[src/rtl/core/infix_to_postfix_converter_core_macros.svh]
// ------------------------------------------------------------------------
// Infix to postfix converter assertion macros
// Shared concurrent assertion forms, clocked on i_clk and held off in reset.
// ------------------------------------------------------------------------
`ifndef INFIX_TO_POSTFIX_CONVERTER_CORE_MACROS_SVH
`define INFIX_TO_POSTFIX_CONVERTER_CORE_MACROS_SVH

// Same-cycle implication.
`define ITP_ASSERT_IMP(lbl, ante, cons) \
    lbl: assert property (@(posedge i_clk) disable iff (!i_rst_n) (ante) |-> (cons)) \
        else $error("converter assertion failed");

// Next-cycle implication.
`define ITP_ASSERT_NEXT(lbl, ante, cons) \
    lbl: assert property (@(posedge i_clk) disable iff (!i_rst_n) (ante) |=> (cons)) \
        else $error("converter assertion failed");

`endif

[src/rtl/core/itp_pkg.sv]
// ------------------------------------------------------------------------
// Infix to postfix converter package
// Shared constants, command and status types, and character decoding.
// ------------------------------------------------------------------------
package itp_pkg;

    // Operator stack geometry.
    localparam int STACK_DEPTH = 16;
    localparam int IDX_W       = $clog2(STACK_DEPTH);
    localparam int CNT_W       = $clog2(STACK_DEPTH + 1);

    // Characters of interest.
    localparam logic [7:0] CH_PLUS  = 8'h2B;
    localparam logic [7:0] CH_MINUS = 8'h2D;
    localparam logic [7:0] CH_MUL   = 8'h2A;
    localparam logic [7:0] CH_DIV   = 8'h2F;
    localparam logic [7:0] CH_POW   = 8'h5E;
    localparam logic [7:0] CH_LPAR  = 8'h28;
    localparam logic [7:0] CH_RPAR  = 8'h29;
    localparam logic [7:0] CH_LA    = 8'h61;
    localparam logic [7:0] CH_LZ    = 8'h7A;
    localparam logic [7:0] CH_UA    = 8'h41;
    localparam logic [7:0] CH_UZ    = 8'h5A;
    localparam logic [7:0] CH_D0    = 8'h30;
    localparam logic [7:0] CH_D9    = 8'h39;

    // Error codes.
    localparam logic [2:0] ERR_NONE = 3'd0;
    localparam logic [2:0] ERR_RPAR = 3'd1;
    localparam logic [2:0] ERR_LPAR = 3'd2;
    localparam logic [2:0] ERR_BAD  = 3'd3;
    localparam logic [2:0] ERR_OVF  = 3'd4;

    // Character classes.
    typedef logic [2:0] t_itp_cls;
    localparam t_itp_cls CLS_OPERAND = 3'd0;
    localparam t_itp_cls CLS_LPAR    = 3'd1;
    localparam t_itp_cls CLS_RPAR    = 3'd2;
    localparam t_itp_cls CLS_OPER    = 3'd3;
    localparam t_itp_cls CLS_BAD     = 3'd4;

    // Datapath operations.
    typedef logic [2:0] t_itp_op;
    localparam t_itp_op OP_NONE     = 3'd0;
    localparam t_itp_op OP_LOAD     = 3'd1;
    localparam t_itp_op OP_EMIT_CHR = 3'd2;
    localparam t_itp_op OP_PUSH     = 3'd3;
    localparam t_itp_op OP_POP_EMIT = 3'd4;
    localparam t_itp_op OP_POP_DROP = 3'd5;
    localparam t_itp_op OP_RAISE    = 3'd6;
    localparam t_itp_op OP_FINISH   = 3'd7;

    // Command from the controller to the datapath.
    typedef struct packed {
        t_itp_op    op;
        logic [2:0] err;
    } t_itp_cmd;

    // Status from the datapath to the controller.
    typedef struct packed {
        t_itp_cls cls;
        logic     stack_empty;
        logic     stack_full;
        logic     top_lpar;
        logic     pop_ok;
        logic     last;
        logic     out_free;
    } t_itp_status;

    // Classify one input character.
    function automatic t_itp_cls itp_class(input logic [7:0] c);
        t_itp_cls cls;
        if ((c >= CH_LA && c <= CH_LZ) || (c >= CH_UA && c <= CH_UZ) ||
            (c >= CH_D0 && c <= CH_D9)) begin
            cls = CLS_OPERAND;
        end else if (c == CH_LPAR) begin
            cls = CLS_LPAR;
        end else if (c == CH_RPAR) begin
            cls = CLS_RPAR;
        end else if (c == CH_PLUS || c == CH_MINUS || c == CH_MUL ||
                     c == CH_DIV || c == CH_POW) begin
            cls = CLS_OPER;
        end else begin
            cls = CLS_BAD;
        end
        return cls;
    endfunction

    // Operator precedence; zero for anything else, so '(' stops popping.
    function automatic logic [1:0] itp_prec(input logic [7:0] c);
        logic [1:0] p;
        if (c == CH_PLUS || c == CH_MINUS) begin
            p = 2'd1;
        end else if (c == CH_MUL || c == CH_DIV) begin
            p = 2'd2;
        end else if (c == CH_POW) begin
            p = 2'd3;
        end else begin
            p = 2'd0;
        end
        return p;
    endfunction

endpackage

[src/rtl/core/itp_ctrl.sv]
// ------------------------------------------------------------------------
// Infix to postfix converter controller
// Sequences one character at a time through execute, pop and flush steps.
// ------------------------------------------------------------------------
module itp_ctrl
    import itp_pkg::*;
(
    input  logic        i_clk,
    input  logic        i_rst_n,
    input  logic        i_in_valid,
    output logic        o_in_ready,
    input  t_itp_status i_status,
    output t_itp_cmd    o_cmd
);

    localparam logic [2:0] S_IDLE  = 3'd0;
    localparam logic [2:0] S_EXEC  = 3'd1;
    localparam logic [2:0] S_RPAR  = 3'd2;
    localparam logic [2:0] S_OPER  = 3'd3;
    localparam logic [2:0] S_FLUSH = 3'd4;
    localparam logic [2:0] S_DONE  = 3'd5;

    logic [2:0] r_state;
    logic [2:0] n_state;
    logic [2:0] post_state;

    // After the character itself, an end-of-expression item flushes the stack.
    assign post_state = i_status.last ? S_FLUSH : S_DONE;
    assign o_in_ready = (r_state == S_IDLE);

    // Next state and command decode.
    always_comb begin
        n_state   = r_state;
        o_cmd.op  = OP_NONE;
        o_cmd.err = ERR_NONE;
        case (r_state)
            S_IDLE: begin
                if (i_in_valid) begin
                    o_cmd.op = OP_LOAD;
                    n_state  = S_EXEC;
                end
            end
            S_EXEC: begin
                if (i_status.out_free) begin
                    case (i_status.cls)
                        CLS_OPERAND: begin
                            o_cmd.op = OP_EMIT_CHR;
                            n_state  = post_state;
                        end
                        CLS_LPAR: begin
                            if (i_status.stack_full) begin
                                o_cmd.op  = OP_RAISE;
                                o_cmd.err = ERR_OVF;
                            end else begin
                                o_cmd.op = OP_PUSH;
                            end
                            n_state = post_state;
                        end
                        CLS_RPAR: begin
                            n_state = S_RPAR;
                        end
                        CLS_OPER: begin
                            n_state = S_OPER;
                        end
                        default: begin
                            o_cmd.op  = OP_RAISE;
                            o_cmd.err = ERR_BAD;
                            n_state   = post_state;
                        end
                    endcase
                end
            end
            S_RPAR: begin
                if (i_status.out_free) begin
                    if (!i_status.stack_empty && !i_status.top_lpar) begin
                        o_cmd.op = OP_POP_EMIT;
                    end else if (!i_status.stack_empty) begin
                        o_cmd.op = OP_POP_DROP;
                        n_state  = post_state;
                    end else begin
                        o_cmd.op  = OP_RAISE;
                        o_cmd.err = ERR_RPAR;
                        n_state   = post_state;
                    end
                end
            end
            S_OPER: begin
                if (i_status.out_free) begin
                    if (!i_status.stack_empty && i_status.pop_ok) begin
                        o_cmd.op = OP_POP_EMIT;
                    end else if (i_status.stack_full) begin
                        o_cmd.op  = OP_RAISE;
                        o_cmd.err = ERR_OVF;
                        n_state   = post_state;
                    end else begin
                        o_cmd.op = OP_PUSH;
                        n_state  = post_state;
                    end
                end
            end
            S_FLUSH: begin
                if (i_status.out_free) begin
                    if (i_status.stack_empty) begin
                        n_state = S_DONE;
                    end else if (i_status.top_lpar) begin
                        o_cmd.op  = OP_POP_DROP;
                        o_cmd.err = ERR_LPAR;
                    end else begin
                        o_cmd.op = OP_POP_EMIT;
                    end
                end
            end
            S_DONE: begin
                if (i_status.out_free) begin
                    o_cmd.op = OP_FINISH;
                    n_state  = S_IDLE;
                end
            end
            default: begin
                n_state = S_IDLE;
            end
        endcase
    end

    // State register.
    always_ff @(posedge i_clk) begin
        if (!i_rst_n) begin
            r_state <= S_IDLE;
        end else begin
            r_state <= n_state;
        end
    end

endmodule

[src/rtl/core/itp_dpath.sv]
// ------------------------------------------------------------------------
// Infix to postfix converter datapath
// Operator stack memory, error state, pending result and output register.
// ------------------------------------------------------------------------
`include "infix_to_postfix_converter_core_macros.svh"

module itp_dpath
    import itp_pkg::*;
(
    input  logic        i_clk,
    input  logic        i_rst_n,
    input  t_itp_cmd    i_cmd,
    input  logic [7:0]  i_in_char,
    input  logic        i_in_last,
    input  logic        i_out_ready,
    output t_itp_status o_status,
    output logic        o_out_valid,
    output logic [7:0]  o_out_char,
    output logic        o_out_cvalid,
    output logic        o_out_run_last,
    output logic        o_out_done,
    output logic [2:0]  o_out_err
);

    // Current item.
    logic [7:0]       r_char;
    logic             r_last;

    // Operator stack: memory plus a registered copy of the top entry.
    logic [7:0]       r_mem [STACK_DEPTH];
    logic [7:0]       r_top;
    logic [CNT_W-1:0] r_count;
    logic [CNT_W-1:0] n_count;
    logic [CNT_W-1:0] n_cnt_m1;
    logic [IDX_W-1:0] rd_addr;

    // Error state.
    logic [2:0]       r_sticky;
    logic [2:0]       n_sticky;

    // Pending result, held until it is known whether it ends the item.
    logic             r_pend_valid;
    logic [7:0]       r_pend_char;
    logic             r_pend_cvalid;
    logic [2:0]       r_pend_err;

    // Output register.
    logic             r_out_valid;
    logic [7:0]       r_out_char;
    logic             r_out_cvalid;
    logic             r_out_run_last;
    logic             r_out_done;
    logic [2:0]       r_out_err;

    logic             out_free;
    logic             do_push;
    logic             do_pop;
    logic             produce;
    logic [7:0]       prod_char;
    logic             prod_cvalid;
    logic             set_err;
    logic             finish;

    assign out_free = !r_out_valid || i_out_ready;
    assign do_push  = (i_cmd.op == OP_PUSH);
    assign do_pop   = (i_cmd.op == OP_POP_EMIT) || (i_cmd.op == OP_POP_DROP);
    assign produce  = (i_cmd.op == OP_EMIT_CHR) || (i_cmd.op == OP_POP_EMIT) ||
                      (i_cmd.op == OP_RAISE);
    assign finish   = (i_cmd.op == OP_FINISH);

    // Status toward the controller.
    assign o_status.cls         = itp_class(r_char);
    assign o_status.stack_empty = (r_count == '0);
    assign o_status.stack_full  = (r_count == CNT_W'(STACK_DEPTH));
    assign o_status.top_lpar    = (r_top == CH_LPAR);
    assign o_status.pop_ok      = (itp_prec(r_char) <= itp_prec(r_top));
    assign o_status.last        = r_last;
    assign o_status.out_free    = out_free;

    // Stack depth update and the address of the next top entry.
    always_comb begin
        n_count = r_count;
        if (do_push) begin
            n_count = r_count + CNT_W'(1);
        end else if (do_pop) begin
            n_count = r_count - CNT_W'(1);
        end
        n_cnt_m1 = n_count - CNT_W'(1);
        rd_addr  = n_cnt_m1[IDX_W-1:0];
    end

    // Sticky error keeps the first error of the expression.
    always_comb begin
        set_err  = ((i_cmd.op == OP_RAISE) || (i_cmd.op == OP_POP_DROP)) &&
                   (i_cmd.err != ERR_NONE) && (r_sticky == ERR_NONE);
        n_sticky = r_sticky;
        if (set_err) begin
            n_sticky = i_cmd.err;
        end else if (finish && r_last) begin
            n_sticky = ERR_NONE;
        end
    end

    // Result produced this cycle.
    always_comb begin
        case (i_cmd.op)
            OP_EMIT_CHR: prod_char = r_char;
            OP_POP_EMIT: prod_char = r_top;
            default:     prod_char = 8'd0;
        endcase
        prod_cvalid = (i_cmd.op != OP_RAISE);
    end

    // Input capture.
    always_ff @(posedge i_clk) begin
        if (i_cmd.op == OP_LOAD) begin
            r_char <= i_in_char;
            r_last <= i_in_last;
        end
    end

    // Stack memory write port.
    always_ff @(posedge i_clk) begin
        if (do_push) begin
            r_mem[r_count[IDX_W-1:0]] <= r_char;
        end
    end

    // Stack memory read port; a push bypasses straight into the top copy.
    always_ff @(posedge i_clk) begin
        if (do_push) begin
            r_top <= r_char;
        end else begin
            r_top <= r_mem[rd_addr];
        end
    end

    // Control state.
    always_ff @(posedge i_clk) begin
        if (!i_rst_n) begin
            r_count  <= '0;
            r_sticky <= ERR_NONE;
        end else begin
            r_count  <= n_count;
            r_sticky <= n_sticky;
        end
    end

    // Pending result and output register.
    always_ff @(posedge i_clk) begin
        if (!i_rst_n) begin
            r_pend_valid <= 1'b0;
            r_out_valid  <= 1'b0;
        end else begin
            if (produce) begin
                if (r_pend_valid) begin
                    r_out_valid    <= 1'b1;
                    r_out_char     <= r_pend_char;
                    r_out_cvalid   <= r_pend_cvalid;
                    r_out_run_last <= 1'b0;
                    r_out_done     <= 1'b0;
                    r_out_err      <= r_pend_err;
                end else if (i_out_ready) begin
                    r_out_valid <= 1'b0;
                end
                r_pend_valid  <= 1'b1;
                r_pend_char   <= prod_char;
                r_pend_cvalid <= prod_cvalid;
                r_pend_err    <= n_sticky;
            end else if (finish && (r_pend_valid || r_last)) begin
                r_out_valid    <= 1'b1;
                r_out_char     <= r_pend_valid ? r_pend_char : 8'd0;
                r_out_cvalid   <= r_pend_valid && r_pend_cvalid;
                r_out_run_last <= 1'b1;
                r_out_done     <= r_last;
                r_out_err      <= r_last ? r_sticky : r_pend_err;
                r_pend_valid   <= 1'b0;
            end else if (i_out_ready) begin
                r_out_valid <= 1'b0;
            end
        end
    end

    assign o_out_valid    = r_out_valid;
    assign o_out_char     = r_out_char;
    assign o_out_cvalid   = r_out_cvalid;
    assign o_out_run_last = r_out_run_last;
    assign o_out_done     = r_out_done;
    assign o_out_err      = r_out_err;

    // A result only moves on while the output register can take it.
    `ITP_ASSERT_IMP(a_move_needs_room, (produce && r_pend_valid) || finish, out_free)
    // The end of an expression is always the end of its item.
    `ITP_ASSERT_IMP(a_done_ends_run, r_out_valid && r_out_done, r_out_run_last)
    // Markers carry no character.
    `ITP_ASSERT_IMP(a_marker_blank, r_out_valid && !r_out_cvalid, r_out_char == 8'd0)
    // Finishing an expression leaves an empty stack and a clear error.
    `ITP_ASSERT_NEXT(a_expr_clean, finish && r_last,
                     (r_count == '0) && (r_sticky == ERR_NONE) && !r_pend_valid)

endmodule

[src/rtl/core/infix_to_postfix_converter_core.sv]
// Each character steps through accept, execute and finish; ')' or an operator adds a pop step
// before finish that pops operators off the stack one entry per cycle.
// A final character adds a flush step that pops each remaining stack entry; pops stall on the output.
// The last result of a character is offered on the output the cycle after it finishes.
// i_rst_n is synchronous, active low: it empties the stack and clears the error state.
// ------------------------------------------------------------------------
// Infix to postfix converter core
// Shunting-yard conversion of a character stream with an operator stack.
// ------------------------------------------------------------------------
module infix_to_postfix_converter_core
    import itp_pkg::*;
(
    input  logic        i_clk,
    input  logic        i_rst_n,
    input  logic        s_axis_tvalid,
    output logic        s_axis_tready,
    input  logic [7:0]  s_axis_tdata,   // [7:0] char_in
    input  logic        s_axis_tlast,   // end_of_expr
    output logic        m_axis_tvalid,
    input  logic        m_axis_tready,
    output logic [15:0] m_axis_tdata,   // [7:0] char_out, [8] run_last, [11:9] error_code
    output logic        m_axis_tuser,   // [0] char_valid
    output logic        m_axis_tlast    // expr_done
);

    t_itp_cmd    cmd;
    t_itp_status status;
    logic [7:0]  out_char;
    logic        out_run_last;
    logic [2:0]  out_err;

    // Sequencer.
    itp_ctrl u_ctrl (
        .i_clk      (i_clk),
        .i_rst_n    (i_rst_n),
        .i_in_valid (s_axis_tvalid),
        .o_in_ready (s_axis_tready),
        .i_status   (status),
        .o_cmd      (cmd)
    );

    // Stack, error state and result registers.
    itp_dpath u_dpath (
        .i_clk          (i_clk),
        .i_rst_n        (i_rst_n),
        .i_cmd          (cmd),
        .i_in_char      (s_axis_tdata),
        .i_in_last      (s_axis_tlast),
        .i_out_ready    (m_axis_tready),
        .o_status       (status),
        .o_out_valid    (m_axis_tvalid),
        .o_out_char     (out_char),
        .o_out_cvalid   (m_axis_tuser),
        .o_out_run_last (out_run_last),
        .o_out_done     (m_axis_tlast),
        .o_out_err      (out_err)
    );

    // Pack the result payload.
    assign m_axis_tdata = {4'b0000, out_err, out_run_last, out_char};

endmodule
[config.mk]
export PLATFORM = sky130hd
export DESIGN_NAME = infix_to_postfix_converter_core
export DESIGN_NICKNAME = d
export VERILOG_FILES = /design/src/rtl/core/itp_pkg.sv /design/src/rtl/core/itp_ctrl.sv /design/src/rtl/core/itp_dpath.sv /design/src/rtl/core/infix_to_postfix_converter_core.sv
export VERILOG_INCLUDE_DIRS = /design/src /design/src/rtl/core
export SDC_FILE = /design/constraint.sdc
export NUM_CORES = 1
export LEC_CHECK = 0
export ABC_CLOCK_PERIOD_IN_PS = 5300
export BUFFER_PORTS_ARGS = -buffer_cell sky130_fd_sc_hd__buf_2
export CELL_PAD_IN_SITES_DETAIL_PLACEMENT = 1
export CELL_PAD_IN_SITES_GLOBAL_PLACEMENT = 2
export CORE_MARGIN = 1.5
export CORE_UTILIZATION = 46
export DETAILED_ROUTE_END_ITERATION = 8
export GPL_TIMING_DRIVEN = 0
export PLACE_DENSITY = 0.83
export RECOVER_POWER = 25
export SETUP_SLACK_MARGIN = 0.1
export SLEW_MARGIN = 15
export SYNTH_ARGS = -nofsm -noshare
export SYNTH_HDL_FRONTEND = slang
export SYNTH_SLANG_ARGS = --single-unit
[constraint.sdc]
create_clock -name i_clk -period 5.3 [get_ports i_clk]
set_input_delay 0.265 -clock i_clk [delete_from_list [all_inputs] [get_ports i_clk]]
set_output_delay 0.265 -clock i_clk [all_outputs]
set_load 0.01 [all_outputs]
==> impl.org, run 1 <==
** Pwr
- Combinational fraction of design power :: 0.258
- Pwr Density :: about 450 mW/mm^2
- Fraction of power consumed by the clock network :: 0.318
- Cell Int Power :: roughly 0.0028 W
- Switching share of power :: 0.319
- Leakage power of the design :: 3.16 nW
- IR analysis of the VDD net gives a maximum drop of roughly 0.3 mV.
- Relative contribution of sequential cells to total power :: 0.424
- The design draws approximately 0.0041 W.
- Power dissipated by switching net loads :: 0.00132 W

** Min path
- WHS Path Cells :: 1
- The path with the worst hold slack has its endpoint at u_dpath.r_char[7].
- The min-delay analysis places its worst path in the category in2reg.
- In this run the most critical hold path is launched from s_axis_tdata[7].

** Drt
- In the final routed layout, each cell accounts on average for ~23 microns.
- DRT iter0 DRCs :: ~330
- Number of iterations in the first detailed-routing pass :: 4
- The count of nets left with antenna violations once routing finished came out at 0.
- After detailed routing, the number of remaining DRC violations is 0.
- The final layout contains routed wiring with a total length of between 15,000 and 20,000 microns.
- For this block, the via count after detailed routing is approximately 4,600.
- Via-per-instance ratio :: 5.85

** Placed design
- The wire-length estimate of the detail-placed layout is 12,500 microns.
- Weighted congestion reported at the end of routability-driven placement :: about 0.79
- Number of port buffers :: 28
- Post-place setup slack :: -0.544 ns
- Including well taps, the total number of placed cells is roughly 740.

** Final layout
- The final layout contains approximately 570 nets.
- Fill cells in the final layout number 1,576.
- The count of cells in the finished layout, fillers not included, comes to 784.
- Area grow syn2layout :: 15.7%
- The repair_antennas step left the layout with diodes totalling 0.
- Of the cells placed in the final design, the portion with a size suffix greater than 1 is 0.227.

** Clocking
- TritonCTS clock tree :: done
- Buffers inserted during clock tree synthesis total 17.
- After clock tree synthesis, the clock-pin slew on the worst setup and hold paths is 0.07 ns.
- The H-tree was split into 4 levels.
- Worst skew pair latency :: approximately 0.44 ns
- Root Buffer Master :: clkbuf_16
- Maximum count of clock buffers along a single path :: 2
- The tree built by TritonCTS fans out to 180 sinks.

** Synth
- After synthesis the netlist holds a flip-flop and latch count of 180.
- For this run, the register share of the synthesized area comes to 0.663.
- Count of mapped cells out of synthesis :: 491
- For this run, the number of Yosys warnings is 0.
- Asr flop ratio synth :: 0
- A synthesized cell averages around 16 sq um.
- Largest area contributor in the netlist :: edfxtp_1
- Library cells used by synthesis :: 74
- Leading cell types by count after synthesis :: edfxtp_1 (163), nor2_1 (31), nand2_1 (23)
- The most common cell in the synthesized netlist is edfxtp_1.
- Synth top area share :: 0.620
- Summing every instance area after synthesis gives between 0.007 and 0.008 sq mm.
- The synthesized design contains ~160 enable-type register cells.
- Sorting the synthesized cells by area gives the leading types as edfxtp_1 (62%), mux4_1 (6.0%), dfxtp_1 (4.3%).
- Most used flip-flop cell after synthesis :: edfxtp_1

** Critical path
- The worst register-to-register path ends at u_dpath.r_mem[13][2].
- Worst EP arrival :: slightly above 5 ns
- STA classifies the critical path startpoint as a flop.
- Peak fanout along the critical path :: 10
- Required time of the critical path :: around 5.4 ns
- Worst Setup End Kind :: flop
- The number of cells on the worst reg-to-reg path is 14.
- By startpoint and endpoint, the worst setup path is classified as reg2reg.
- Across all register-to-register paths, the minimum setup slack is roughly 0.33 ns.

** Timing
- Number of max-slew violations in the final report :: 0
- Hold Slack :: 0.0106 ns
- Slew @ Worst Pin :: 0.933 ns
- After routing, the total negative slack on setup checks comes to 0 ns.
- Setup repair after global routing missed its margin :: true
- Clock Skews :: between 0.01 and 0.015 ns
- For the finished layout, the period the worst path requires is just under 5 ns.
- Setup violations remaining at the end of the flow were counted as 0.
- The worst path meets setup with between 0.3 and 0.4 ns of slack.
- Based on the critical path, the design can be clocked at up to a little over 200 MHz.
- Final Hold Violating Endpoints :: 0
- Slew Limit Headroom :: 0.376
- Dividing the final minimum period by the clock period gives 0.937.

** Global route
- Global-route wire length before repair :: between 20,000 and 30,000 microns
- Initial antenna violation count :: 0
- Entering global routing, the biggest net connects 23 pins.
- Number of global-route vias before repair :: 4,788
- Residual overflow from global routing :: 0
- Across every metal layer, demand over resource in global routing totals 0.219.

** Floorplan
- Starting utilization of the core area :: 0.473
- Area of the die :: around 0.018 sq mm
- The total area inside the core boundary comes to about 0.017 sq mm.
- Chip Height :: 134 microns
- Horizontal extent of the die :: around 130 microns
- Site Rows :: 47
- Count of pins on the block boundary :: 33

** Outcome
- The run finished with clean final reports.

** Run
- The tool flagged a number of max-cap violations equal to 0.
how the worst max path moves through the flow:
stage	startpoint	to	slack, ns	cells past startpoint
6_report	flop	u_dpath.r_mem[13][2]	0.33	14
4_1_cts	flop	u_dpath.o_out_char[5]	0.13	18
5_1_grt	flop	u_dpath.r_mem[13][2]	0.05	16
2_1_floorplan	flop	u_dpath.o_out_char[0]	0.81	18
3_3_place_gp	flop	u_dpath.r_mem[3][5]	-0.56	14
3_5_place_dp	flop	u_dpath.o_out_char[6]	-0.54	16
cell families after synthesis:
family	Yosys count	synth area share
flip-flops	180	0.663
AND/OR/NAND/NOR	145	0.103
AO/OA/AOI/OAI	78	0.0749
multiplexers	37	0.108
buffers and inverters	34	0.0295
adder cells (fa/ha/maj)	8	0.0127
XOR/XNOR	8	0.00887
other	1	0.000475
critical path, cell delays in order (launching register included):
cell and delay, ns:
dfxtp_1 0.34, clkbuf_2 0.32, buf_2 0.39, mux4_2 0.37, a221oi_2 0.51, nand3b_4 0.14
nor3_2 0.17, a31oi_1 0.08, ha_1 0.31, nor2b_1 0.16, o21ai_2 0.11, a211o_1 0.35
o31ai_2 0.21, nand2_1 0.34, nor2_1 0.78
flip-flops by register name, summed over array words and instances (netlist names), named ones only:
signal	count
u_dpath.o_out_cvalid	1
u_dpath.r_pend_valid	1
u_dpath.o_out_err	3
u_dpath.r_sticky	3
u_dpath.r_pend_char	8
u_dpath.o_out_done	1
u_dpath.r_pend_cvalid	1
u_dpath.r_mem	128
u_dpath.o_out_char	8
u_ctrl.r_state	3
u_dpath.r_last	1
u_dpath.o_out_valid	1
u_dpath.r_char	8
u_dpath.r_count	5
u_dpath.o_out_run_last	1
u_dpath.r_pend_err	3
power groups by stage:
stage / logic (W) / registers (W) / clock network [W]
5_1_grt: 0.00116 / 0.00176 / 0.00138
3_3_place_gp: 0.00101 / 0.00177 / 0
3_5_place_dp: 0.00103 / 0.00178 / 0
4_1_cts: 0.00105 / 0.00175 / 0.00133
2_1_floorplan: 0.000771 / 0.00175 / 0
6_report: 0.00106 / 0.00175 / 0.00132
cells in the final DEF, fill, tap and decap left out, drive strengths merged, types with 7 or more instances in the layout:
master,n
nor2b,14
clkinv,8
mux4,33
nand2b,7
nand2,24
nor2,31
dfxtp,17
clkbuf,34
a22o,12
buf,37
and2,8
a21oi,14
and3,7
dlygate4sd3,8
inv,15
ha,8
o21ai,9
a22oi,11
nand3,7
edfxtp,163
nor3,16
per-layer routing:
layer | vias up | share of wire | track usage
met5 | - | 0 | 0
met4 | 0 | 0.024 | 0.0872
met3 | 27 | 0.044 | 0.0401
met2 | 129 | 0.50 | 0.361
met1 | 2347 | 0.43 | 0.290
li1 | 2083 | - | -
layout make-up:
cell class	instances	area [sq um]	area share
flip-flops and latches	180	5240	0.573
multi-input cells	280	2530	0.276
inverters	9	33.8	0.00370
repair buffers	38	229	0.0251
well taps	220	275	0.0301
clock buffers	17	425	0.0466
plain buffers	25	201	0.0220
clock inverters	15	210	0.0230
per-stage QoR:
stage          instance area (sq um)   util
4_1_cts                         9090  0.544
6_report                        9140  0.547
3_3_place_gp                    8330  0.499
3_5_place_dp                    8360  0.501
2_1_floorplan                   7910      -
5_1_grt                         9140  0.547
repair_timing:
item	in CTS	in global routing
hold endpoints to repair	8	0
buffers inserted	0	0
pin swaps	0	0
cloned	0	0
setup endpoints to repair	169	151
hold buffers	8	0
resized for setup	8	17
(Power assumes the default switching activity.)
==> run 2: changes to the inputs <==
--- a/config.mk
+++ b/config.mk
@@ -6,13 +6,14 @@
 export SDC_FILE = /design/constraint.sdc
 export NUM_CORES = 1
 export LEC_CHECK = 0
-export ABC_CLOCK_PERIOD_IN_PS = 5300
+export ABC_CLOCK_PERIOD_IN_PS = 5500
 export BUFFER_PORTS_ARGS = -buffer_cell sky130_fd_sc_hd__buf_2
 export CELL_PAD_IN_SITES_DETAIL_PLACEMENT = 1
 export CELL_PAD_IN_SITES_GLOBAL_PLACEMENT = 2
-export CORE_MARGIN = 1.5
+export CORE_MARGIN = 2
 export CORE_UTILIZATION = 46
 export DETAILED_ROUTE_END_ITERATION = 8
+export GPL_ROUTABILITY_DRIVEN = 1
 export GPL_TIMING_DRIVEN = 0
 export PLACE_DENSITY = 0.83
 export RECOVER_POWER = 25
==> constraint.sdc (replaced) <==
create_clock -name i_clk -period 5.5 [get_ports i_clk]
set_input_delay 0.275 -clock i_clk [delete_from_list [all_inputs] [get_ports i_clk]]
set_output_delay 0.275 -clock i_clk [all_outputs]
set_load 0.01 [all_outputs]
==> run 2 against run 1 <==
Non-clock buffer count is 8 lower. Sequential power down 3%. Setup slack gained 0.039 ns. Combinational power is 5% lower. First-iteration DRC count down 27%. Cell count fell by 1.0%.
==> impl.org, run 2 (same netlist as run 1, synthesis figures left out) <==
** Pwr
- Relative contribution of sequential cells to total power :: 0.433 (was 0.424)
- The maximum vdd drop is 0.240 mV (was 0.292 mV).
- Pwr Density :: 435 mW/mm^2 (was 452 mW/mm^2)
- The combinational share of power is 0.258 (about the same).
- The reported net switching power was 0.00121 W (was 0.00132 W).
- Leakage power of the design :: 3.10 nW (was 3.16 nW)
- Switching share of power :: 0.311 (was 0.319)
- Fraction of power consumed by the clock network :: 0.309 (was 0.318)
- The overall power of the completed layout is 0.00390 W (was 0.00413 W).
- Cell Int Power :: 0.00269 W (was 0.00281 W)

** Timing
- The shortest period the worst path allows came to 5.13 ns (was 4.97 ns).
- Setup repair after global routing missed its margin: false (was true).
- Sum of negative setup slack :: 0 ns (unchanged)
- Worst-case setup margin in the final layout :: 0.371 ns (was 0.331 ns)
- The setup clock skew after layout is 0.00990 ns (was 0.0126 ns).
- Final period utilization :: 0.933 (was 0.937)
- Slew @ Worst Pin :: 1.00 ns (was 0.933 ns)
- Slew Limit Headroom :: 0.328 (was 0.376)
- The final-report hold violation count is 0 (unchanged).
- The max-slew violation count is 0 (unchanged).
- Upper clock frequency limit :: 195 MHz (was 201 MHz)
- Final-report setup violation count :: 0 (unchanged)

** Global route
- The met1 usage in global routing came to 0.282 (was 0.290).
- The largest net degree at the start of global routing is 23 (unchanged).
- Number of global-route vias before repair :: 4,784 (was 4,788)
- The routing usage on met2 is 0.343 (was 0.361).
- The first-pass GRT wire length is 28,100 microns (was 28,500 microns).
- Met3 Track Usage GR :: 0.0465 (was 0.0401)
- The layer with the highest usage is met2 (unchanged).
- The initial antenna violation count came to 0 (unchanged).
- Residual overflow from global routing :: 0 (unchanged)
- The all-layer global routing usage was 0.212 (was 0.219).

** Final layout
- The total inserted antenna cells is 0 (unchanged).
- The area growth from synthesis to layout is 13.3% (was 15.7%).
- Max FFs per register :: 128 (unchanged)
- Most frequent standard cell in the layout excluding fill and tap cells :: edfxtp_1 (unchanged)
- Nets@finish :: 564 (was 572)
- FILL cells :: 1,579 (was 1,576)
- The share of layout cells above drive strength 1 came to 0.209 (was 0.227).
- The sequential cell area was 0.00524 sq mm (unchanged).
- Footprint of the multi-input gates :: 0.00248 sq mm (was 0.00253 sq mm)
- Final design area excluding fillers :: 0.00895 sq mm (was 0.00914 sq mm)
- Most frequent cells in the layout: edfxtp_1 (163), nor2_1 (28), buf_2 (26) (was edfxtp_1 (163), buf_2 (26), nand2_1 (23)).

** Critical path
- Cell repeated most along the worst path :: buf_12
- Max stage delay on crit path :: 0.68 ns (was 0.78 ns)
- Worst Setup End Kind :: flop (unchanged)
- Category of the worst setup path launch point :: flop (unchanged)
- Peak fanout along the critical path :: 10 (unchanged)
- Worst-path cell chain: buf_6, buf_12, buf_12, mux4_1, a22oi_1, nand2_1, nand3b_4, nor3_1, a31oi_1, ha_1, nor2b_1, o21ai_2, a211o_1, o21a_1, a2111o_1, nor2_1 (was clkbuf_2, buf_2, mux4_2, a221oi_2, nand3b_4, nor3_2, a31oi_1, ha_1, nor2b_1, o21ai_2, a211o_1, o31ai_2, nand2_1, nor2_1).
- The arrival time at the worst endpoint was 5.19 ns (was 5.03 ns).
- The required arrival time at the worst endpoint came to 5.56 ns (was 5.36 ns).
- The master of the slowest instance on the critical path is nor2_1 (unchanged).
- The critical path start-end classification is reg2reg (unchanged).

** Clocking
- H-tree levels :: 4 (unchanged)
- The clock tree from TritonCTS is done (unchanged).
- Maximum count of clock buffers along a single path :: 2 (unchanged)
- Root Buffer Master :: clkbuf_16 (unchanged)
- The clock latency reported for the late side of the worst-skew pair is 0.43 ns (was 0.44 ns).
- Setup fix buffers added after clock tree synthesis :: 0 (unchanged)
- Sink count of the clock tree :: 180 (unchanged)
- CTS clock-pin slew for the worst setup and hold paths :: 0.07 ns (about the same)
- Number of buffers added by the clock tree synthesis step :: 17 (unchanged)

** Drt
- Total wire length :: 17,900 microns (was 18,200 microns)
- The count of nets left with antenna violations after detail routing came to 0 (unchanged).
- The starting DRC count in detailed routing is 242 (was 331).
- The per-cell routed wire length is 23.0 microns (was 23.2 microns).
- Detailed-route via count :: 4,564 (was 4,586)
- Via-per-instance ratio :: 5.88 (was 5.85)
- The DRC violation count after routing is 0 (unchanged).
- The number of detailed-route iterations in the first pass was 4 (unchanged).

** Floorplan
- The area of the die was 0.0182 sq mm (was 0.0180 sq mm).
- Site Rows :: 47 (unchanged)
- Starting utilization of the core area :: 0.473 (unchanged)
- Chip Height :: 135 microns (was 134 microns)
- The horizontal die dimension came to 135 microns (was 134 microns).
- Core Footprint :: 0.0167 sq mm (unchanged)
- The count of boundary I/O pins was 33 (unchanged).

** Placed design
- The detailed placer's ending HPWL was 12,400 microns (was 12,500 microns).
- The pre-CTS setup slack came to -0.367 ns (was -0.544 ns).
- The total placed instance area was 0.00836 sq mm (unchanged).
- Number of port buffers :: 28 (unchanged)
- The final weighted congestion in routability-driven placement was 0.840 (was 0.787).

** Run
- Number of maximum-capacitance constraint violations :: 0 (unchanged)

** Outcome
- Outcome: complete, no violations (unchanged).

** Min path
- Type of the worst min-delay path :: in2reg (unchanged)
-- run 2: changes by cell type in the layout (fill, tap and decap cells not counted), sizes merged --
| cell | delta |
|---|---|
| dlygate4sd3 | -8 |
| clkinv | -6 |
| dlygate4sd1 | -1 |
| clkinvlp | +3 |
| inv | +3 |
| clkbuf | +1 |
-- run 2: metal layers --
layer | share of wire | vias up
li1 | - | 2063
met1 | 0.43 | 2332
met2 | 0.49 | 142
met3 | 0.052 | 27
met4 | 0.022 | 0
met5 | 0 | -
-- run 2: cell type report --
type | instances | area share
flip-flops and latches | 180 | 0.585
multi-input cells | 280 | 0.277
clock buffers | 17 | 0.0475
well taps | 220 | 0.0307
plain buffers | 25 | 0.0219
clock inverters | 15 | 0.0177
repair buffers | 30 | 0.0166
inverters | 9 | 0.00377
-- run 2: what timing repair did --
action / in CTS / in global routing
pin swaps: 0 / 0
hold endpoints to repair: 0 / 0
hold buffers: 0 / 0
resized for setup: 4 / 5
gates cloned: 0 / 0
setup endpoints to repair: 96 / 86
-- run 2: through the flow --
stage / utilization / cells / hold WS [ns]
final: 0.536 / 776 / 0.0161
after global routing: 0.536 / 776 / 0.00403
after CTS: 0.536 / 776 / 0.00549
after detailed placement: 0.501 / 744 / 0.453
after global placement: 0.499 / 742 / 0.452
after floorplan: - / 494 / 0.374
-- run 2: power groups by stage --
stage               clock (W)  combinational (W)  sequential [W]
finish                0.00120            0.00101         0.00169
detailed placement          0            0.00100         0.00172
global route          0.00127            0.00109         0.00170
CTS                   0.00122            0.00101         0.00169
global placement            0           0.000970         0.00171
floorplan                   0           0.000743         0.00169
-- run 2: final timing paths --
check | from | endpoint | slack, ns | cells past startpoint
hold / removal | s_axis_tdata[3] | u_dpath.r_char[3] | 0.02 | 1
hold reg to reg | u_dpath.r_pend_valid | u_dpath.r_pend_valid | 0.48 | 2
setup / recovery | flop | u_dpath.r_mem[11][0] | 0.37 | 16
setup reg to reg | flop | u_dpath.r_mem[11][0] | 0.37 | 16
-- run 2: worst max-delay path, delay by kind of cell, from the launching register on --
kind / cells / cell delay, ns
fa+ha+maj: 1 / 0.31
compound gates: 6 / 1.52
simple gates: 5 / 1.54
mux: 1 / 0.60
flops: 1 / 0.33
buf+inv: 3 / 0.45
==> run 3: changes to the inputs <==
--- a/config.mk
+++ b/config.mk
@@ -6,16 +6,18 @@
 export SDC_FILE = /design/constraint.sdc
 export NUM_CORES = 1
 export LEC_CHECK = 0
+export ABC_AREA = 1
 export ABC_CLOCK_PERIOD_IN_PS = 5500
 export BUFFER_PORTS_ARGS = -buffer_cell sky130_fd_sc_hd__buf_2
-export CELL_PAD_IN_SITES_DETAIL_PLACEMENT = 1
-export CELL_PAD_IN_SITES_GLOBAL_PLACEMENT = 2
+export CAP_MARGIN = 20
+export CELL_PAD_IN_SITES_DETAIL_PLACEMENT = 0
+export CELL_PAD_IN_SITES_GLOBAL_PLACEMENT = 1
 export CORE_MARGIN = 2
-export CORE_UTILIZATION = 46
+export CORE_UTILIZATION = 49
 export DETAILED_ROUTE_END_ITERATION = 8
 export GPL_ROUTABILITY_DRIVEN = 1
 export GPL_TIMING_DRIVEN = 0
-export PLACE_DENSITY = 0.83
+export PLACE_DENSITY = 0.84
 export RECOVER_POWER = 25
 export SETUP_SLACK_MARGIN = 0.1
 export SLEW_MARGIN = 15
==> run 3 against run 2 <==
Global-route usage is 2.0 points higher. Cell area is 4.9% higher. Wire length is 11% higher. Largest cell class unchanged.
==> impl.org, run 3 <==
** Outcome
- Outcome :: complete, no violations (unchanged)

** Pwr
- The power density of the placed cells is 545 mW/mm^2 (was 435 mW/mm^2).
- Leakage power of the design :: 3.89 nW (was 3.10 nW)
- Worst-case vdd ir drop :: 0.391 mV (was 0.240 mV)

** Placed design
- Placed cell areas :: 0.00868 sq mm (was 0.00836 sq mm)
- The count of buffers inserted at the top-level ports was 28 (unchanged).
- Post-detail-place hpwl :: 13,500 microns (was 12,400 microns)
- Weighted congestion reported at the end of routability-driven placement :: 0.890 (was 0.840)

** Floorplan
- The number of placement rows was 47 (unchanged).
- The initial cell density of the core came to 0.499 (was 0.473).
- The horizontal die dimension is 134 microns (was 135 microns).
- Count of pins on the block boundary :: 33 (unchanged)
- Chip Height :: 134 microns (was 135 microns)
- Core Footprint :: 0.0165 sq mm (was 0.0167 sq mm)
- The area of the die is 0.0179 sq mm (was 0.0182 sq mm).

** Synth
- Mapped cell area :: 0.00825 sq mm (was 0.00790 sq mm)
- The simple logic cell fraction of the synthesized area is 0.225 (was 0.103).
- Xor/xnor cell area share of the yosys netlist :: 0.00743 (was 0.00887)
- Yosys warning total :: 0 (unchanged)
- Number of synthesized flops with an enable pin :: 163 (unchanged)
- The flip-flop and latch count after synthesis came to 180 (unchanged).
- The mean instance size in the synthesized netlist is 9.89 sq um (was 16.1 sq um).
- Fraction of the yosys area taken by sequential cells :: 0.634 (was 0.663)
- Asr flop ratio synth :: 0 (unchanged)
- The count of unique library cells instantiated by Yosys was 44 (was 74).
- The instance count of the mapped netlist was 834 (was 491).
- Compound-Gate Fraction of Synth Area :: 0.0456 (was 0.0749)
- Post-Synth Adder-Cell Area :: 0.0121 (was 0.0127)
- The dominant combinational cell family by area after synthesis is simple AND/OR/NAND/NOR gates (was multiplexers).
- The dominant synthesized flop cell is edfxtp_1 (unchanged).
- Most frequently used cell type in the post-synthesis netlist :: nand2_1 (was edfxtp_1)
- Multiplexer fraction of the synthesized cell area :: 0 (was 0.108)
- Leading cell types by count after synthesis: nand2_1 (230), edfxtp_1 (163), inv_1 (97), nand3_1 (97), nor2_1 (82) (was edfxtp_1 (163), nor2_1 (31), nand2_1 (23)).
- Largest area contributor in the netlist :: edfxtp_1 (unchanged)
- Synth top area share :: 0.593 (was 0.620)
- Largest cells by area after synthesis: edfxtp_1 (59%), nand2_1 (10%), nand3_1 (5.9%) (was edfxtp_1 (62%), mux4_1 (6.0%), dfxtp_1 (4.3%)).

** Final layout
- Final design area excluding fillers :: 0.00939 sq mm (was 0.00895 sq mm)
- Share of final-layout standard cells stronger than drive strength 1 :: 0.128 (was 0.209)
- Nets@finish :: 911 (was 564)
- Most frequent cells in the layout :: nand2_1 (230), edfxtp_1 (163), inv_1 (97), nand3_1 (97), nor2_1 (71) (was edfxtp_1 (163), nor2_1 (28), buf_2 (26))
- Diode insertion count for antenna repair :: 0 (unchanged)
- Area grow syn2layout :: 13.8% (was 13.3%)
- The flip-flop count of the largest register after layout was 128 (unchanged).
- The count of filler cells inserted in the layout was 1,439 (was 1,579).
- Most frequent standard cell in the layout excluding fill and tap cells :: nand2_1 (was edfxtp_1)

** Critical path
- Peak fanout along the critical path :: 10 (unchanged)
- Terminus of the critical flop-to-flop path :: u_dpath.r_mem[7][1] (was u_dpath.r_mem[11][0])
- The required arrival time at the worst endpoint is 5.56 ns (about the same).
- The arrival time at the worst endpoint is 5.23 ns (was 5.19 ns).
- The startpoint kind of the worst setup timing path is a flop (unchanged).
- The capture point of the critical path is u_dpath.r_mem[7][1] (was u_dpath.r_mem[11][0]).
- Worst Setup End Kind :: flop (unchanged)
- The internal reg-to-reg setup slack was 0.34 ns (was 0.37 ns).
- Max stage delay on crit path :: 0.69 ns (was 0.68 ns)
- The cell type with the highest occurrence count on the critical path is nand3_1 (was buf_12).
- The number of cells traversed by the worst register-to-register path was 23 (was 16).
- The critical path start-end classification is reg2reg (unchanged).
- Worst-path cell chain: buf_1, nand3_1, nand3_1, nand3_1, nand2_1, inv_2, nor2_1, nand3_1, nor4_1, a21oi_1, ha_1, inv_1, nor2_1, o21ai_0, nand2_1, o21ai_0, a21oi_1, nand3_1, inv_1, nand3_4, inv_2, nand2_1, nor2_1 (was buf_6, buf_12, buf_12, mux4_1, a22oi_1, nand2_1, nand3b_4, nor3_1, a31oi_1, ha_1, nor2b_1, o21ai_2, a211o_1, o21a_1, a2111o_1, nor2_1).
- Critical-path top delay cell :: nor2_1 (unchanged)

** Drt
- Number of iterations in the first detailed-routing pass :: 8 (was 4)
- The per-cell routed wire length came to 17.6 microns (was 23.0 microns).
- The starting DRC count in detailed routing came to 626 (was 242).
- The count of nets left with antenna violations after detail routing is 0 (unchanged).
- Detailed-route via count :: 5,811 (was 4,564)
- The detail-routed via count per cell was 5.17 (was 5.88).
- Total wire length :: 19,700 microns (was 17,900 microns)
- Drt drc :: 0 (unchanged)

** Timing
- The tightest hold margin came to 0.0140 ns (was 0.0161 ns).
- Slew Limit Headroom :: 0.395 (was 0.328)
- Tmin final :: 5.16 ns (was 5.13 ns)
- Slew @ Worst Pin :: 0.908 ns (was 1.00 ns)
- The setup clock skew after layout is 0.00899 ns (was 0.00990 ns).
- The final-report setup violation count is 0 (unchanged).
- Final Hold Violating Endpoints :: 0 (unchanged)
- The setup TNS was 0 ns (unchanged).
- Final period utilization :: 0.939 (was 0.933)
- Setup repair after global routing missed its margin :: true (was false)
- Number of max-slew violations in the final report :: 0 (unchanged)
- Upper clock frequency limit :: 194 MHz (was 195 MHz)

** Clocking
- The number of buffers created by CTS came to 17 (unchanged).
- The clock tree from TritonCTS is done (unchanged).
- The number of buffers between clock root and the deepest sink was 2 (unchanged).
- Sink count of the clock tree :: 180 (unchanged)
- Worst skew pair latency :: 0.44 ns (was 0.43 ns)
- The CTS root buffer was clkbuf_16 (unchanged).
- CTS clock-pin slew for the worst setup and hold paths :: 0.07 ns (about the same)
- The H-tree depth is 4 (unchanged).

** Global route
- Residual overflow from global routing :: 0 (unchanged)
- The initial antenna violation count came to 0 (unchanged).
- The all-layer global routing usage is 0.232 (was 0.212).
- Number of global-route vias before repair :: 5,335 (was 4,784)
- Global-route track usage on met2 :: 0.353 (was 0.343)
- The largest net degree at the start of global routing is 24 (was 23).
- The layer with the highest usage is met2 (unchanged).
- The global-route met3 utilization came to 0.0495 (was 0.0465).
- The met1 usage in global routing was 0.337 (was 0.282).
- Global-route wire length before repair :: 30,500 microns (was 28,100 microns)

** Run
- The number of maximum-capacitance constraint violations was 0 (unchanged).

** Min path
- Type of the worst min-delay path :: in2reg (unchanged)
==> run 3: cell types whose count changed after synthesis, moves of 9 or more <==
cell	delta
mux4_2	-15
nor3_1	-10
nand3_1	+90
nor2_1	+51
a22o_1	-11
o21ai_0	+11
a22oi_1	-11
inv_1	+89
buf_2	+9
nor2b_1	-14
mux4_1	-18
nand2_1	+207
==> run 3: cell families (layout without fill, tap and decap cells) <==
kind of cell               after synthesis  in the layout
buffers and inverters                  139            205
xor gates and xnor gates                 7              7
DFF                                    180            180
and+or+nand+nor                        436            436
other                                    1              4
AOI/OAI and AO/OA                       63             63
adders and majority gates                8              8
==> run 3: how the worst min path moves through the flow <==
stage | startpoint | to | slack [ns] | cells past startpoint
floorplan | s_axis_tdata[0] | u_dpath.r_char[0] | 0.37 | 0
global placement | s_axis_tdata[4] | u_dpath.r_char[4] | 0.45 | 1
detailed placement | s_axis_tdata[5] | u_dpath.r_char[5] | 0.45 | 1
CTS | s_axis_tdata[1] | u_dpath.r_char[1] | 0.0004 | 1
global route | s_axis_tdata[3] | u_dpath.r_char[3] | 0.0009 | 1
finish | s_axis_tdata[1] | u_dpath.r_char[1] | 0.01 | 1
==> run 3: layout make-up <==
type | instances | area [sq um] | area share
Multi-Input combinational cell | 518 | 2450 | 0.261
Timing Repair Buffer | 34 | 193 | 0.0205
Clock buffer | 21 | 470 | 0.0501
Clock inverter | 11 | 149 | 0.0159
Tap cell | 220 | 275 | 0.0293
Buffer | 31 | 206 | 0.0220
Sequential cell | 180 | 5240 | 0.558
Inverter | 108 | 410 | 0.0437
==> run 3: through the flow <==
step	util	cells	worst slack, ns	power (W)
floorplan	-	837	1.49	0.00324
global placement	0.525	1085	0.185	0.00383
detailed placement	0.525	1085	0.385	0.00385
CTS	0.566	1122	0.331	0.00512
global route	0.568	1123	-0.0957	0.00543
finish	0.568	1123	0.338	0.00512
==> run 3: power breakdown <==
group / switching, W / internal (W) / total [W]
sequential: 0.000145 / 0.00176 / 0.00190
clock: 0.000515 / 0.000753 / 0.00127
combinational: 0.00135 / 0.000593 / 0.00195
total: 0.00201 / 0.00310 / 0.00512
==> run 3: worst max-delay path, delay by kind of cell (launching register included) <==
family                   cells  cell delay [ns]
AO/OA/AOI/OAI                4             0.46
buffers and inverters        5             1.00
flip-flops                   1             0.42
AND/OR/NAND/NOR             13             2.56
adder cells (fa/ha/maj)      1             0.32
==> run 3: repair_timing <==
action                                  CTS  global route
setup buffers                             0             0
endpoints found under the setup margin    0           130
hold buffers                              5             0
endpoints found under the hold margin     5             0
resized for setup                         0            12
==> run 3: layer usage <==
layer	wire, microns	vias up
li1	-	2873
met1	9010	2709
met2	9150	203
met3	1260	26
met4	325	0
met5	0	-
